--- src/rtl/reno_cw_pkg.sv ---
`default_nettype none

package reno_cw_pkg;

    // event kinds
    localparam logic CMD_ACK     = 1'b0;
    localparam logic CMD_TIMEOUT = 1'b1;

    // phase codes
    localparam logic PH_SLOW_START = 1'b0;
    localparam logic PH_AVOID      = 1'b1;

    localparam logic [15:0] CWND_MAX       = 16'hFFFF;
    localparam logic [15:0] CWND_RESET     = 16'd1;
    localparam logic [15:0] SSTHRESH_RESET = 16'd10;
    localparam logic [15:0] LIMIT_RESET    = 16'd32;
    localparam logic [15:0] FR_INFLATE     = 16'd3;
    localparam logic [7:0]  DUP_MAX        = 8'hFF;
    localparam logic [7:0]  DUP_TRIGGER    = 8'd3;

    typedef struct packed {
        logic        phase;
        logic [15:0] cwnd;
        logic [15:0] ssthresh;
        logic [7:0]  dup_count;
        logic [31:0] last_ack;
        logic [15:0] avoid_accum;
    } t_cw_state;

    typedef struct packed {
        logic [15:0] cwnd;
        logic [15:0] ssthresh;
        logic        phase;
        logic        fast_rtx;
        logic [15:0] eff_window;
    } t_cw_result;

endpackage

`default_nettype wire

--- src/rtl/reno_cw_next.sv ---
`default_nettype none

// Next-state and result logic for one event.
module reno_cw_next
    import reno_cw_pkg::*;
(
    input  wire t_cw_state   i_state,
    input  wire logic        i_cmd,
    input  wire logic [31:0] i_ack,
    input  wire logic [15:0] i_limit,
    output t_cw_state        o_state,
    output t_cw_result       o_result
);

    logic [15:0] halved;
    logic [15:0] thresh;
    logic [15:0] cwnd_inc;
    logic [15:0] accum_inc;
    logic [7:0]  dup_inc;
    logic        fired;
    t_cw_state   nxt;

    assign halved    = {1'b0, i_state.cwnd[15:1]};
    assign thresh    = (halved == 16'd0) ? 16'd1 : halved;
    assign cwnd_inc  = (i_state.cwnd == CWND_MAX) ? CWND_MAX : i_state.cwnd + 16'd1;
    assign accum_inc = (i_state.avoid_accum == CWND_MAX) ? CWND_MAX
                                                         : i_state.avoid_accum + 16'd1;
    assign dup_inc   = (i_state.dup_count == DUP_MAX) ? DUP_MAX
                                                      : i_state.dup_count + 8'd1;

    always_comb begin
        nxt   = i_state;
        fired = 1'b0;
        if (i_cmd == CMD_TIMEOUT) begin
            nxt.ssthresh    = thresh;
            nxt.cwnd        = CWND_RESET;
            nxt.phase       = PH_SLOW_START;
            nxt.avoid_accum = 16'd0;
        end else if (i_ack > i_state.last_ack) begin
            nxt.dup_count = 8'd0;
            nxt.last_ack  = i_ack;
            if (i_state.phase == PH_SLOW_START) begin
                nxt.cwnd = cwnd_inc;
                if (cwnd_inc >= i_state.ssthresh) begin
                    nxt.phase = PH_AVOID;
                end
            end else if (accum_inc >= i_state.cwnd) begin
                nxt.cwnd        = cwnd_inc;
                nxt.avoid_accum = 16'd0;
            end else begin
                nxt.avoid_accum = accum_inc;
            end
        end else if (i_ack == i_state.last_ack) begin
            nxt.dup_count = dup_inc;
            if (dup_inc == DUP_TRIGGER) begin
                // halved cwnd is at most 32767, so the inflate cannot overflow
                nxt.ssthresh    = thresh;
                nxt.cwnd        = thresh + FR_INFLATE;
                nxt.avoid_accum = 16'd0;
                nxt.phase       = PH_AVOID;
                fired           = 1'b1;
            end
        end
    end

    assign o_state             = nxt;
    assign o_result.cwnd       = nxt.cwnd;
    assign o_result.ssthresh   = nxt.ssthresh;
    assign o_result.phase      = nxt.phase;
    assign o_result.fast_rtx   = fired;
    assign o_result.eff_window = (i_limit < nxt.cwnd) ? i_limit : nxt.cwnd;

endmodule

`default_nettype wire

--- src/rtl/reno_congestion_window.sv ---
`default_nettype none

// Channel   | Direction | Handshake          | Word
// ----------+-----------+--------------------+-------------------------------------------
// event in  | input     | i_valid / o_ready  | i_cmd, i_ack_number
// result    | output    | o_valid / i_ready  | o_congestion_window, o_slow_start_threshold,
//           |           |                    | o_phase, o_fast_retransmit, o_effective_window
// config    | input     | i_window_limit_we  | i_window_limit_wdata (no wait, no read-back)
//
// The event word is captured in the input register; the state update and result are
// then computed from it and stored together in the state and result registers.
// Throughput is one word per cycle while i_ready does not stall the result side; the
// only loop is the state register feeding its own combinational next-state logic.
// Reset (synchronous, active low) restores slow start, cwnd 1, ssthresh 10,
// no duplicates, last ACK 0 and a window limit of 32; both stages go empty.
// A stall on the result side holds both stages; o_ready follows i_ready when full.
module reno_congestion_window
    import reno_cw_pkg::*;
(
    input  wire logic        i_clk,
    input  wire logic        i_rst_n,

    input  wire logic        i_window_limit_we,
    input  wire logic [15:0] i_window_limit_wdata,

    input  wire logic        i_valid,
    output logic             o_ready,
    input  wire logic        i_cmd,
    input  wire logic [31:0] i_ack_number,

    output logic             o_valid,
    input  wire logic        i_ready,
    output logic [15:0]      o_congestion_window,
    output logic [15:0]      o_slow_start_threshold,
    output logic             o_phase,
    output logic             o_fast_retransmit,
    output logic [15:0]      o_effective_window
);

    // configuration
    logic [15:0] r_limit;

    // input stage
    logic        r_in_vld;
    logic        r_in_cmd;
    logic [31:0] r_in_ack;

    // congestion state
    t_cw_state   r_st;
    t_cw_state   n_st;

    // result stage
    logic        r_out_vld;
    t_cw_result  r_out;
    t_cw_result  n_out;

    logic        adv;       // result stage can take a word
    logic        fire;      // input stage word is processed this cycle

    assign adv     = !r_out_vld || i_ready;
    assign fire    = r_in_vld && adv;
    assign o_ready = !r_in_vld || adv;

    always_ff @(posedge i_clk) begin
        if (!i_rst_n) begin
            r_limit <= LIMIT_RESET;
        end else if (i_window_limit_we) begin
            r_limit <= i_window_limit_wdata;
        end
    end

    // input register
    always_ff @(posedge i_clk) begin
        if (!i_rst_n) begin
            r_in_vld <= 1'b0;
        end else if (o_ready) begin
            r_in_vld <= i_valid;
        end
    end

    always_ff @(posedge i_clk) begin
        if (o_ready && i_valid) begin
            r_in_cmd <= i_cmd;
            r_in_ack <= i_ack_number;
        end
    end

    reno_cw_next u_next (
        .i_state  (r_st),
        .i_cmd    (r_in_cmd),
        .i_ack    (r_in_ack),
        .i_limit  (r_limit),
        .o_state  (n_st),
        .o_result (n_out)
    );

    // state commits when the word moves into the result register
    always_ff @(posedge i_clk) begin
        if (!i_rst_n) begin
            r_st.phase       <= PH_SLOW_START;
            r_st.cwnd        <= CWND_RESET;
            r_st.ssthresh    <= SSTHRESH_RESET;
            r_st.dup_count   <= 8'd0;
            r_st.last_ack    <= 32'd0;
            r_st.avoid_accum <= 16'd0;
        end else if (fire) begin
            r_st <= n_st;
        end
    end

    always_ff @(posedge i_clk) begin
        if (!i_rst_n) begin
            r_out_vld <= 1'b0;
        end else if (adv) begin
            r_out_vld <= r_in_vld;
        end
    end

    always_ff @(posedge i_clk) begin
        if (fire) begin
            r_out <= n_out;
        end
    end

    assign o_valid                = r_out_vld;
    assign o_congestion_window    = r_out.cwnd;
    assign o_slow_start_threshold = r_out.ssthresh;
    assign o_phase                = r_out.phase;
    assign o_fast_retransmit      = r_out.fast_rtx;
    assign o_effective_window     = r_out.eff_window;

`ifndef SYNTHESIS
    // cwnd and ssthresh never reach zero
    a_cwnd_nonzero: assert property (@(posedge i_clk) disable iff (!i_rst_n)
        (r_st.cwnd != 16'd0) && (r_st.ssthresh != 16'd0))
        else $error("cwnd or ssthresh reached zero");

    // a stalled input word is neither lost nor altered
    a_in_hold: assert property (@(posedge i_clk) disable iff (!i_rst_n)
        (r_in_vld && !adv) |=> (r_in_vld && $stable(r_in_ack) && $stable(r_in_cmd)))
        else $error("input stage dropped a stalled word");

    // state only moves when a word is processed
    a_state_quiet: assert property (@(posedge i_clk) disable iff (!i_rst_n)
        !fire |=> $stable(r_st))
        else $error("state changed without an event");

    // fast retransmit always lands in avoidance
    a_frx_phase: assert property (@(posedge i_clk) disable iff (!i_rst_n)
        (r_out_vld && r_out.fast_rtx) |-> (r_out.phase == PH_AVOID))
        else $error("fast retransmit outside avoidance");

    // result reflects the committed window state
    a_out_match: assert property (@(posedge i_clk) disable iff (!i_rst_n)
        fire |=> (r_out.cwnd == r_st.cwnd) && (r_out.ssthresh == r_st.ssthresh))
        else $error("result out of step with state");
`endif

endmodule

`default_nettype wire
--- config.mk ---
export PLATFORM = sky130hd
export DESIGN_NAME = reno_congestion_window
export DESIGN_NICKNAME = d
export VERILOG_FILES = /design/src/rtl/reno_cw_pkg.sv /design/src/rtl/reno_cw_next.sv /design/src/rtl/reno_congestion_window.sv
export SDC_FILE = /design/constraint.sdc
export NUM_CORES = 1
export LEC_CHECK = 0
export ABC_AREA = 1
export BUFFER_PORTS_ARGS = -buffer_cell sky130_fd_sc_hd__buf_2
export CAP_MARGIN = 10
export CORE_MARGIN = 2
export CORE_UTILIZATION = 35
export DETAILED_ROUTE_END_ITERATION = 16
export PLACE_DENSITY = 0.49
export REMOVE_ABC_BUFFERS = 1
export SLEW_MARGIN = 30
export SYNTH_ARGS = -nofsm -noshare
export SYNTH_HDL_FRONTEND = slang
export SYNTH_SLANG_ARGS = --single-unit
--- constraint.sdc ---
create_clock -name i_clk -period 8.8 [get_ports i_clk]
set_input_delay 0 -clock i_clk [delete_from_list [all_inputs] [get_ports i_clk]]
set_output_delay 0 -clock i_clk [all_outputs]
set_load 0.01 [all_outputs]
# Word-level counts from Yosys, hierarchy flattened
# Index checks and enable logic that the tools add are counted.
dict set report totals {
  wordCells 68
  inputBits 54
  register_bits 190
  out_inout_bits 52
}
dict set report op_classes {
  reduce_logical 14
  n_eq_ne 6
  n_lt_le_gt_ge 4
  mux 22
  n_bitwise 2
  n_addsub 4
}
# cell n
set ops {}
lappend ops {{2-to-1 mux 16 bit} 12}
lappend ops {{2-to-1 mux 33 bit} 2}
lappend ops {{2-to-1 mux 41 bit} 1}
lappend ops {{adder 16 x 1 -> 16 bit (second input constant)} 2}
lappend ops {{== test 16 bit (second input constant)} 2}
lappend ops {{== test 32 bit} 1}
lappend ops {{>= comparator 16 bit} 2}
lappend ops {{greater-than comparator 32 bit} 1}
lappend ops {{2-to-1 mux 17 bit} 1}
lappend ops {{adder 16 x 2 -> 16 bit (second input constant)} 1}
lappend ops {{zero test 16 bit} 1}
lappend ops {{less-than comparator 16 bit} 1}
lappend ops {{2-to-1 mux 8 bit} 2}
lappend ops {{2-to-1 mux 15 bit} 1}
lappend ops {{adder 8 x 1 -> 8 bit (second input constant)} 1}
lappend ops {{== test 8 x 2 -> 1 bit (second input constant)} 1}
lappend ops {{== test 8 bit (second input constant)} 1}
lappend ops {{AND reduction 3 bit} 2}
lappend ops {{nonzero test 3 bit} 2}
lappend ops {{AND reduction 4 bit} 1}
lappend ops {{2-to-1 mux 1 bit} 3}
lappend ops {{inequality test 3 bit (second input constant)} 1}
lappend ops {{OR reduction 3 bit} 1}
lappend ops {{logical AND 1 bit} 2}
lappend ops {{4 further kinds} 7}

# Logic depth before layout (Yosys ltp)
dict set report depth {
  ltp_word 9
  ltp_mapped 38
  ltp_nobuf 37
}

# By module
# From an unflattened synthesis, not the netlist that was laid out.
dict set report hier_totals {
  cells_unflattened 1766
  area_unflattened_um2 12503.2
}
# module seq_area_each_um2 cells_each n_inst area_each_um2
set modules_own_cells {}
lappend modules_own_cells {reno_congestion_window 4634.4 742 1 7081.8}
lappend modules_own_cells {reno_cw_next 0.0 1024 1 5421.4}

# Least setup slack after synthesis
# Ideal clock, no wire load.
dict set report synth_path {
  path_kind {reg-to-reg}
  startpoint {register r_st[0] (netlist name)}
  endpoint {register r_out, in the netlist o_effective_window[10], data pin}
  n_path_buf 2
  path_slack_ns 3.860
  t_required_ns 8.669
  path_stages_with_launch 36
  synth_period_minus_slack_ns 4.940
  arrival_time_ns 4.809
  setup_ns 0.131
  path_cell_list {dfxtp_1 > inv_1 > nor3_1 > nand3_1 > nor2_1 > inv_1 > nor2_1 > inv_1 > nor2_1 > inv_1 > o21ai_0 > nor3b_1 > inv_1 > ha_1 > nand2_1 > inv_1 > nand2_1 > a21oi_1 > nor2_1 > nand3_2 > inv_1 > nor2_2 > inv_2 > nand2_1 > inv_2 > a221oi_2 > inv_2 > ha_1 > nand2_1 > nor2_1 > a211oi_1 > o221a_2 > buf_2 > clkbuf_1 > nand3_1 > nand2_1}
}
# element line_no
set synth_lines {}
lappend synth_lines {{start: declaration} reno_congestion_window.sv:49} ;# t_cw_state r_st;
lappend synth_lines {{start signal: assignment} reno_congestion_window.sv:107} ;# r_st <= n_st;
lappend synth_lines {{end signal: assignment} reno_congestion_window.sv:121} ;# r_out <= n_out;
lappend synth_lines {{end: declaration} reno_congestion_window.sv:54} ;# t_cw_result r_out;

==> metrics <==
Initial DRT Pass Iterations 5; worst flop-to-flop path endpoint o_effective_window[4]; PD cells approximately 180 mW/mm^2; share of synthesized area occupied by flip-flops and latches 44.5%; Area growth, synth to finish 18.9%; origin of the worst min-delay path i_window_limit_we; Mapped Cells about 1300; final worst-path cycle share between 60% and 70%; Hold Path Stages 3; clock network fraction of total power around a third; Max Root-Sink Buffers 2; number of global-route vias before repair 8378; maximum capacitance violations 0; 1st-iter DRT viols between 600 and 700; RSZ-0062 raised after global routing no; final antenna-violating net count 0; Final Hold Vio Count 0; slew of the pin with the lowest slew margin between 0.7 and 0.8 ns; Inserted Diodes 0; die footprint about 0.031 mm^2; arrival time at the worst endpoint about 6 ns; total area of sequential cells between 0.004 and 0.005 mm^2; total routed wirelength approximately 26000 um; number of clock buffers inserted by TritonCTS 17; number of gates resized after cts 0; top library cells by usage in the layout, fill and taps aside nand2_1 (213), inv_1 (175), o21ai_0 (135); clock skew after layout 0.0126 ns; cell count of the worst reg-to-reg path 34; number of synthesized flops with an enable pin 83; overall track demand over capacity in global routing between 15 and 20%; ys flop type dfxtp_1; initial core utilization 35.3%; average cell area after synthesis slightly above 8 um^2; CP Class flop to flop; status complete, no violations; share of cells above drive strength 1 12.7%; switching fraction of total power 30.8%; Worst Hold Slack approximately 0.018 ns; #FFs+latches synth 190; number of setup violations in the final report 0; overflow left after global routing 0; cell with the biggest individual delay on the critical path o221a_2; total of buffers placed on input and output ports 105; Final Max Slew Viols 0; Die X-Extent 176 um; post-layout min period between 5 and 6 ns; clock tree from TritonCTS built; sequential group share of total power 46.6%; post-DR vias/cell about 4.8; num ports between 100 and 150; top fanout value on the critical path 17; routability-driven placement congestion ratio between 0.8 and 0.9; count of different cell masters after synthesis 47; endpoint required time on the critical path about 9 ns; core occupancy in the finished layout a little over two fifths; Synth Cell Area 0.0104 mm^2; part of the total power dissipated in combinational logic between 10% and 20%; crit end category flop; number of inserted filler cells in the final layout between 3000 and 4000; detailed-placement wirelength estimate 18500 um; power dissipated by switching net loads 0.676 mW; first-pass GRT wire length 43100 um; P_leak between 5 and 6 nW; routed length per placed instance between 10 and 15 um; kind of start point of the critical path flop; async set or reset register ratio after synthesis 0%; root cell of the clock tree clkbuf_16; CTS clk-pin slew, worst paths roughly 0.080 ns; Critical Path Most Common Cell inv_1; footprint of the multi-input gates about 0.0048 mm^2; chip height ~180 um; Core Rows 63; number of antenna violations at the first check in global routing 0; number of warnings printed during yosys synthesis 0; maximum number of pins on one net before global-route repair approximately 100; total power 2.20 mW; Crit path largest cell delay 0.49 ns; capture endpoint of the worst hold path r_limit[4]; Rel. slew slack 47.1%; cell internal power dissipation around 1.5 mW; DRC viols 0; Max IR drop VDD between 0.00015 and 0.0002 V; maximum frequency from static timing analysis 0.169 GHz; reg2reg start r_st[0]; vias around 8800; post-route setup TNS 0 ns; class of the tightest hold or removal check input pin to flop; commonest non-fill, non-tap cell in the layout nand2_1; Net count, final 1568; setup slack, reg-to-reg approximately 2.9 ns; clock sinks 190; Clock Latency Late Sink ~0.45 ns; H-tree levels 4; Core Region around 0.029 mm^2
-- repair_timing --
action	4_1_cts	5_1_grt
hold buffers	54	0
hold endpoints to repair	51	0
buffers inserted	0	0
-- registers in the layout, summed over array words and instances (netlist names) --
| signal | cells |
|---|---|
| r_in_vld | 1 |
| r_in_ack | 32 |
| o_fast_retransmit | 1 |
| o_congestion_window | 16 |
| r_st | 89 |
| o_phase | 1 |
| o_valid | 1 |
| o_slow_start_threshold | 16 |
| o_effective_window | 16 |
| r_limit | 16 |
| r_in_cmd | 1 |
-- critical path: cells and delay by family (launching register included) --
family / cells / cell delay (ns)
adders and majority gates: 2 / 0.56
DFF: 1 / 0.34
AOI/OAI and AO/OA: 5 / 1.29
and+or+nand+nor: 17 / 2.61
buffers and inverters: 10 / 0.88
-- kinds of logic (layout without fill, tap and decap cells) --
logic type | count (synthesis) | in the layout | synth area share (%)
buf+inv | 242 | 393 | 8.94
fa+ha+maj | 83 | 83 | 9.98
flops | 190 | 190 | 44.5
simple gates | 446 | 446 | 18.2
xor+xnor | 25 | 25 | 2.10
compound gates | 307 | 307 | 16.3
-- power by group through the flow --
stage | Combinational [mW] | Sequential [mW] | Clock (mW)
2_1_floorplan | 0.267 | 1.04 | 0
3_3_place_gp | 0.399 | 1.04 | 0
3_5_place_dp | 0.402 | 1.04 | 0
4_1_cts | 0.422 | 1.02 | 0.784
5_1_grt | 0.482 | 1.03 | 0.819
6_report | 0.417 | 1.02 | 0.756
-- layout make-up --
type	count	area share, %
clock inverters	14	1.00
flip-flops and latches	190	37.4
inverters	198	6.01
clock buffers	18	3.55
multi-input cells	861	39.1
repair buffers	163	8.92
well taps	390	3.94
-- how the worst max path moves through the flow --
stage | startpoint | to | slack (ns) | depth (start not counted)
final | r_st[0] | o_effective_window[4] | 2.87 | 34
after global routing | r_st[0] | o_effective_window[13] | 1.95 | 34
after CTS | r_st[0] | o_effective_window[4] | 2.92 | 34
after detailed placement | r_st[0] | o_effective_window[4] | 2.98 | 33
after global placement | r_st[0] | o_effective_window[10] | 3.20 | 34
after floorplan | r_st[0] | o_effective_window[11] | 3.91 | 34
-- stage by stage --
step           setup WS [ns]  area [um^2]  cells
5_1_grt                 1.95        12400   1834
3_5_place_dp            2.98        11300   1748
3_3_place_gp            3.20        11300   1748
2_1_floorplan           3.91        10200   1249
6_report                2.87        12400   1834
4_1_cts                 2.92        12400   1834
-- routing by layer --
layer | track usage, % | up-vias | share of wire [%]
met2 | 30.7 | 149 | 49
met1 | 22.4 | 3987 | 46
met5 | 0 | - | 0
met4 | 4.61 | 0 | 1.3
li1 | - | 4593 | -
met3 | 3.04 | 26 | 3.5
-- cell usage after synthesis, types with 20 or more instances --
cell type / count / area share (%)
edfxtp_1: 83 / 24
a21oi_1: 133 / 6.4
ha_1: 83 / 10
nor2_1: 127 / 4.6
nor3_1: 20 / 0.96
clkbuf_1: 35 / 1.3
xor2_1: 23 / 1.9
dfxtp_1: 107 / 21
nand3_1: 50 / 2.4
inv_1: 176 / 6.3
o21ai_0: 135 / 6.5
nand2_1: 213 / 7.7
Note: power is estimated with default switching activity, not from simulation.
